==> config.mk <==
export PLATFORM = sky130hd
export DESIGN_NAME = tpi_ctrl
export DESIGN_NICKNAME = d
export VERILOG_FILES = /design/src/sv/tpi_pkg.sv /design/src/sv/tpi_ctrl.sv
export SDC_FILE = /design/constraint.sdc
export NUM_CORES = 1
export LEC_CHECK = 0
export BUFFER_PORTS_ARGS = -buffer_cell sky130_fd_sc_hd__buf_2
export CORE_AREA = 2 2 39 41
export CTS_BUF_LIST = sky130_fd_sc_hd__clkbuf_2
export DETAILED_ROUTE_END_ITERATION = 8
export DIE_AREA = 0 0 41 43
export GPL_TIMING_DRIVEN = 0
export PLACE_DENSITY = 0.68
export SLEW_MARGIN = 5
export SYNTH_ARGS = -nofsm -noshare
export SYNTH_HDL_FRONTEND = slang
export SYNTH_SLANG_ARGS = --single-unit
==> constraint.sdc <==
create_clock -name clk -period 1.6 [get_ports clk]
set_input_delay 0.08 -clock clk [delete_from_list [all_inputs] [get_ports clk]]
set_output_delay 0.08 -clock clk [all_outputs]
set_load 0.1 [all_outputs]
==> src/sv/tpi_pkg.sv <==
// tpi_pkg: types, codes, constants and the CORDIC angle table shared by the
// trajectory point interpolator modules. Depends on nothing.
package tpi_pkg;

	localparam int DEF_MAX_POINTS = 64;
	localparam int CORDIC_STEPS   = 24;
	localparam int DIV_STEPS      = 72;
	localparam logic signed [27:0] HALF_PI_Z = 28'sd26353589;
	localparam logic signed [27:0] HEAD_MAX  = 28'sd25736;

	localparam logic [1:0] CMD_QUERY  = 2'd0;
	localparam logic [1:0] CMD_FIRST  = 2'd1;
	localparam logic [1:0] CMD_APPEND = 2'd2;

	typedef enum logic [3:0] {
		ST_IDLE, ST_READ0, ST_LOAD0, ST_READ, ST_CHECK,
		ST_MUL0, ST_MUL1, ST_MUL2, ST_MUL3, ST_DIV, ST_DIVEND,
		ST_CINIT, ST_CSTEP, ST_FINISH
	} state_t;

	typedef enum logic [1:0] {MODE_ZERO, MODE_HOLD, MODE_INTERP} mode_t;

	typedef struct packed {
		logic [39:0] t;
		logic [31:0] x;
		logic [31:0] y;
		logic [15:0] yaw;
	} point_t;

	typedef struct packed {
		logic acc;
		logic q_start;
		logic ld0;
		logic chk;
		logic mul0;
		logic mul1;
		logic mul2;
		logic mul3;
		logic div_step;
		logic div_end;
		logic cord_init;
		logic cord_step;
		logic out_load;
	} dp_cmd_t;

	typedef struct packed {
		logic empty;
		logic one_pt;
		logic before_first;
		logic found;
		logic last_idx;
		logic div_last;
		logic cord_last;
		logic lane_y;
		logic out_busy;
	} dp_stat_t;

	function automatic logic [23:0] atan_tab(input logic [4:0] i);
		logic [23:0] v;
		case (i)
			5'd0:  v = 24'd13176795;
			5'd1:  v = 24'd7778716;
			5'd2:  v = 24'd4110060;
			5'd3:  v = 24'd2086331;
			5'd4:  v = 24'd1047214;
			5'd5:  v = 24'd524117;
			5'd6:  v = 24'd262123;
			5'd7:  v = 24'd131069;
			5'd8:  v = 24'd65536;
			5'd9:  v = 24'd32768;
			5'd10: v = 24'd16384;
			5'd11: v = 24'd8192;
			5'd12: v = 24'd4096;
			5'd13: v = 24'd2048;
			5'd14: v = 24'd1024;
			5'd15: v = 24'd512;
			5'd16: v = 24'd256;
			5'd17: v = 24'd128;
			5'd18: v = 24'd64;
			5'd19: v = 24'd32;
			5'd20: v = 24'd16;
			5'd21: v = 24'd8;
			5'd22: v = 24'd4;
			5'd23: v = 24'd2;
			default: v = 24'd0;
		endcase
		return v;
	endfunction

endpackage

==> src/sv/tpi_ctrl.sv <==
// tpi_ctrl: sequencer for the interpolator; issues datapath commands.
// Depends on tpi_pkg.
module tpi_ctrl import tpi_pkg::*; (
	input  logic       clk,
	input  logic       arst_n,
	input  logic       in_valid,
	input  logic [1:0] cmd,
	output logic       in_ready,
	input  dp_stat_t   st,
	output dp_cmd_t    dc
);
	state_t state_q, state_nxt;

	always_ff @(posedge clk or negedge arst_n) begin
		if (!arst_n) begin
			state_q <= ST_IDLE;
		end else begin
			state_q <= state_nxt;
		end
	end

	always_comb begin
		state_nxt = state_q;
		unique case (state_q)
			ST_IDLE: begin
				if (in_valid && cmd == CMD_QUERY) begin
					state_nxt = st.empty ? ST_FINISH : ST_READ0;
				end
			end
			ST_READ0: state_nxt = ST_LOAD0;
			ST_LOAD0: state_nxt = (st.one_pt || st.before_first) ? ST_FINISH : ST_READ;
			ST_READ:  state_nxt = ST_CHECK;
			ST_CHECK: begin
				if (st.found) begin
					state_nxt = ST_MUL0;
				end else if (st.last_idx) begin
					state_nxt = ST_FINISH;
				end else begin
					state_nxt = ST_READ;
				end
			end
			ST_MUL0:   state_nxt = ST_MUL1;
			ST_MUL1:   state_nxt = ST_MUL2;
			ST_MUL2:   state_nxt = ST_MUL3;
			ST_MUL3:   state_nxt = ST_DIV;
			ST_DIV:    state_nxt = st.div_last ? ST_DIVEND : ST_DIV;
			ST_DIVEND: state_nxt = st.lane_y ? ST_CINIT : ST_MUL0;
			ST_CINIT:  state_nxt = ST_CSTEP;
			ST_CSTEP:  state_nxt = st.cord_last ? ST_FINISH : ST_CSTEP;
			ST_FINISH: state_nxt = st.out_busy ? ST_FINISH : ST_IDLE;
			default:   state_nxt = ST_IDLE;
		endcase
	end

	always_comb begin
		in_ready     = (state_q == ST_IDLE);
		dc           = '0;
		dc.acc       = (state_q == ST_IDLE) && in_valid;
		dc.q_start   = dc.acc && cmd == CMD_QUERY;
		dc.ld0       = (state_q == ST_LOAD0);
		dc.chk       = (state_q == ST_CHECK);
		dc.mul0      = (state_q == ST_MUL0);
		dc.mul1      = (state_q == ST_MUL1);
		dc.mul2      = (state_q == ST_MUL2);
		dc.mul3      = (state_q == ST_MUL3);
		dc.div_step  = (state_q == ST_DIV);
		dc.div_end   = (state_q == ST_DIVEND);
		dc.cord_init = (state_q == ST_CINIT);
		dc.cord_step = (state_q == ST_CSTEP);
		dc.out_load  = (state_q == ST_FINISH) && !st.out_busy;
	end
endmodule

Word level (Yosys, flattened, before mapping):

Index checks and enable logic that the tools add are counted.

* register bits after elaboration: 4
* input bits: 14
* output and inout bits: 14
* word-level logic and storage cells: 33

* eq/ne operators: 14
* mux-type cells: 10
* reductions and logical operators: 8

Operators with widths (number)
* 4-bit one-hot mux with 14 select lines: 1
* 4-bit 2-to-1 mux: 7
* 4-bit equality test, second input constant: 6
* 4-bit by 3-bit equality test with 1-bit output, second input constant: 4
* 4-bit by 2-bit equality test with 1-bit output, second input constant: 2
* 4-bit by 1-bit equality test with 1-bit output, second input constant: 1
* 1-bit logical AND: 4
* 4-bit logical NOT: 1
* 2-bit logical NOT: 1
* 2-bit 2-to-1 mux: 1
* 2-bit by 1-bit inequality test with 1-bit output, second input constant: 1
* 1-bit logical NOT: 1
* 1-bit logical OR: 1
* 1-bit 2-to-1 mux: 1

Depth between registers and ports, before layout:

* depth in word-level cells: 4
* depth in mapped cells: 6

Worst setup path after synthesis:

No wires, ideal clock.

* kind: flip-flop to output port
* start point: register state_q[0]
* end point: output port dc[11] (netlist name)
* arrival: 4689 ps
* required time: 1520 ps
* slack: -3169 ps
* stages on the path, launching flop included: 4
* buffers on the path: 1
* cell sequence: dfrtp_1 -> buf_6 -> nor4_1 -> and3_1

RTL lines
* start, declared: line tpi_ctrl.sv:12 `state_t state_q, state_nxt;`
* start signal, assigned: line tpi_ctrl.sv:18 `state_q <= state_nxt;`
* end, declared: line tpi_ctrl.sv:10 `output dp_cmd_t dc`

==> qor.yml <==
global_route:
  grt_pass1_vias: 562
  grt_max_degree: 11
  overflow: 0
  grt_pass1_wl_um: 2304
  antenna_found_initial: 0
  gr-usage-all-layers_pct: 18.10
worst_setup_path:
  crit_path_top_delay_cell: "dfrtp_1"
  path_max_fanout: 10
  cp-end-kind: "primary output"
  r2r_setup_slack_ns: 0.10
  arrival_ns: 1.45
  cp_data_required_time_ns: 1.52
  max_stage_delay_ns: 0.44
  cp_top_family: "flip-flops"
  cpMostUsedCell: "buf_6"
  critical_path_class: "register to primary output"
  crit_buf_inv: 2
  start_kind: "register"
  path_cells: "buf_6 -> nand2b_4 -> nor3_4 -> buf_6"
logic_synthesis:
  synth_top_area_cell: "dfrtp_1"
  synth.area.top_cells: "dfrtp_1 (23%), nor2_1 (8.5%), nor3_1 (8.0%), a21oi_1 (6.8%), nand2b_1 (5.7%)"
  synth_flop_cell: "dfrtp_1"
  ys_types: 27
  synth_top_area_share_pct: 22.79
  synth_cells: 64
  synth-edff-count: 0
  ys_async_sr_fraction_pct: 100.0
  syn_nets: 78
  synth_area_um2: 439.2
  yosys_warnings: 0
  syn_area_per_cell_um2: 6.862
  synth-seq-cells: 4
  seq_area_frac_synth_pct: 22.79
floorplan:
  die_w_um: 41
  start_util_pct: 31.74
  dieArea_um2: 1763
  boundaryPins: 28
  core_um2: 1384
  die_y_um: 43
  rows: 14
detailed_routing:
  viasPerCell: 5.486
  drt-pass1-iter-count: 4
  drt-initial-drc-count: 19
  vias: 609
  routed_wl_um: 1412
  wl_per_cell_um: 12.72
  drc: 0
  ant_nets: 0
clock_network:
  ctsLongestPathBuffers: 2
  clkTransAtPathRegs_ns: 0.04
  cts_sinks: 4
  clk_latency_ns: 0.20
  cts_root_buf: "clkbuf_2"
  cts_tree: "yes"
  cts_max_level: 1
  numCtsBuffers: 3
layout:
  reg.largest.list: "state_q: 4 flops"
  diodes: 0
  regMostFlops: "state_q"
  drive_gt1_share_pct: 57.89
  multi_input_area_um2: 424.2
  largest_reg_flops: 4
  register_area_um2: 100.1
  fin_nets: 111
  syn_to_final_growth_pct: 90.88
  n_fill_cell: 136
placement:
  gp_congestion: 0.7746
  port_buffers: 27
  dp_hpwl_um: 1044
sta:
  fin_tns_setup_ns: 0
  finalClockSkew_ns: 0.001252
  setup_viol: 0
  slew_headroom_pct: 78.26
  min_period_ns: 1.527
  final_hold_viol_count: 0
  fmax_mhz: 654.8
  rsz0062_at_grt: "yes"
  worst_pin_slew_ns: 0.3236
  drv_slew: 0
  fin_crit_sh_pct: 95.45
job:
  cap_violations: 0
worst_hold_path:
  hp-class: "primary input to register"
run_status:
  status: "finished clean"
cell usage in the layout (no fill, tap or decap), drive strengths merged:
cell	Yosys	layout
o21ai	2	2
o31ai	1	1
o21a	1	1
nand4	1	1
o32ai	1	1
o22ai	1	1
a22oi	1	1
dfrtp	4	4
nor2	10	10
mux2i	1	1
nand3	3	3
a31oi	1	1
nand2	5	5
nor4bb	1	1
clkbuf	2	4
inv	1	1
nand2b	4	4
o21ba	1	1
and3	1	1
or4b	1	1
o2bb2ai	1	1
and2	1	1
a21oi	6	6
buf	4	32
nor4	2	2
nor3	7	7
dlygate4sd3	0	1
worst reg2reg max path, delay by kind of cell (launching register included):
kind                   cells  cell delay [ns]
AOI/OAI and AO/OA          2             0.30
buffers and inverters      1             0.15
DFF                        1             0.37
and+or+nand+nor            2             0.60
Yosys cell counts (all sizes together) (2+ instances only):
cell / n
nor2: 10
nand2: 5
o21ai: 2
nor4: 2
buf: 4
nand2b: 4
nor3: 7
clkbuf: 2
a21oi: 6
nand3: 3
dfrtp: 4
path summary, 6_finish.rpt:
check	startpoint	end	cells after the start
max in group asynchronous	arst_n	state_q[2]	2
min in group asynchronous	arst_n	state_q[0]	2
setup / recovery	state_q[1]	dc[0]	4
hold / removal	st[3]	state_q[1]	3
setup reg to reg	state_q[3]	state_q[2]	5
hold reg to reg	state_q[3]	state_q[0]	3
metal layers:
layer	routed length (um)	GRT usage [%]	up-vias
met1	619	26.64	289
li1	-	-	298
met5	0	0	-
met3	87	1.571	0
met2	706	28.75	22
met4	0	2.000	0
what timing repair did:
action / 4_1_cts / 5_1_grt
pin swaps: 0 / 4
setup buffers: 0 / 1
endpoints found under the hold margin: 4 / 0
gates resized for setup: 21 / 9
cloned: 0 / 0
setup endpoints to repair: 14 / 11
hold buffers: 1 / 0
per-stage QoR:
| stage | hold slack [ns] | std cells | setup slack (ns) | utilization [%] | instance area [um^2] |
|---|---|---|---|---|---|
| 2_1_floorplan | -0.2156 | 64 | -0.7294 | - | 566.8 |
| 3_3_place_gp | -0.1174 | 107 | 0.02681 | 52.17 | 721.9 |
| 3_5_place_dp | -0.1146 | 107 | 0.004074 | 52.17 | 721.9 |
| 4_1_cts | 0.1319 | 111 | 0.008686 | 58.23 | 805.8 |
| 5_1_grt | 0.1486 | 111 | -0.006624 | 60.58 | 838.3 |
| 6_report | 0.1418 | 111 | 0.07275 | 60.58 | 838.3 |
kinds of logic after synthesis:
kind of cell           Yosys count  synth area share [%]
AOI/OAI and AO/OA               16                 23.37
muxes                            1                 2.279
buffers and inverters            7                 9.971
DFF                              4                 22.79
and+or+nand+nor                 36                 41.60
layout make-up:
cell class	instances	share of cell area [%]
buffer	5	5.821
clock buffer	3	1.791
inverter	1	0.4478
multi-input combinational	53	50.60
sequential	4	11.94
tap	16	2.388
timing repair buffer	29	27.01
Power is left out: the tool's default activity adds up to more than one toggle a clock period on the data nets, which glitch-free logic cannot reach.
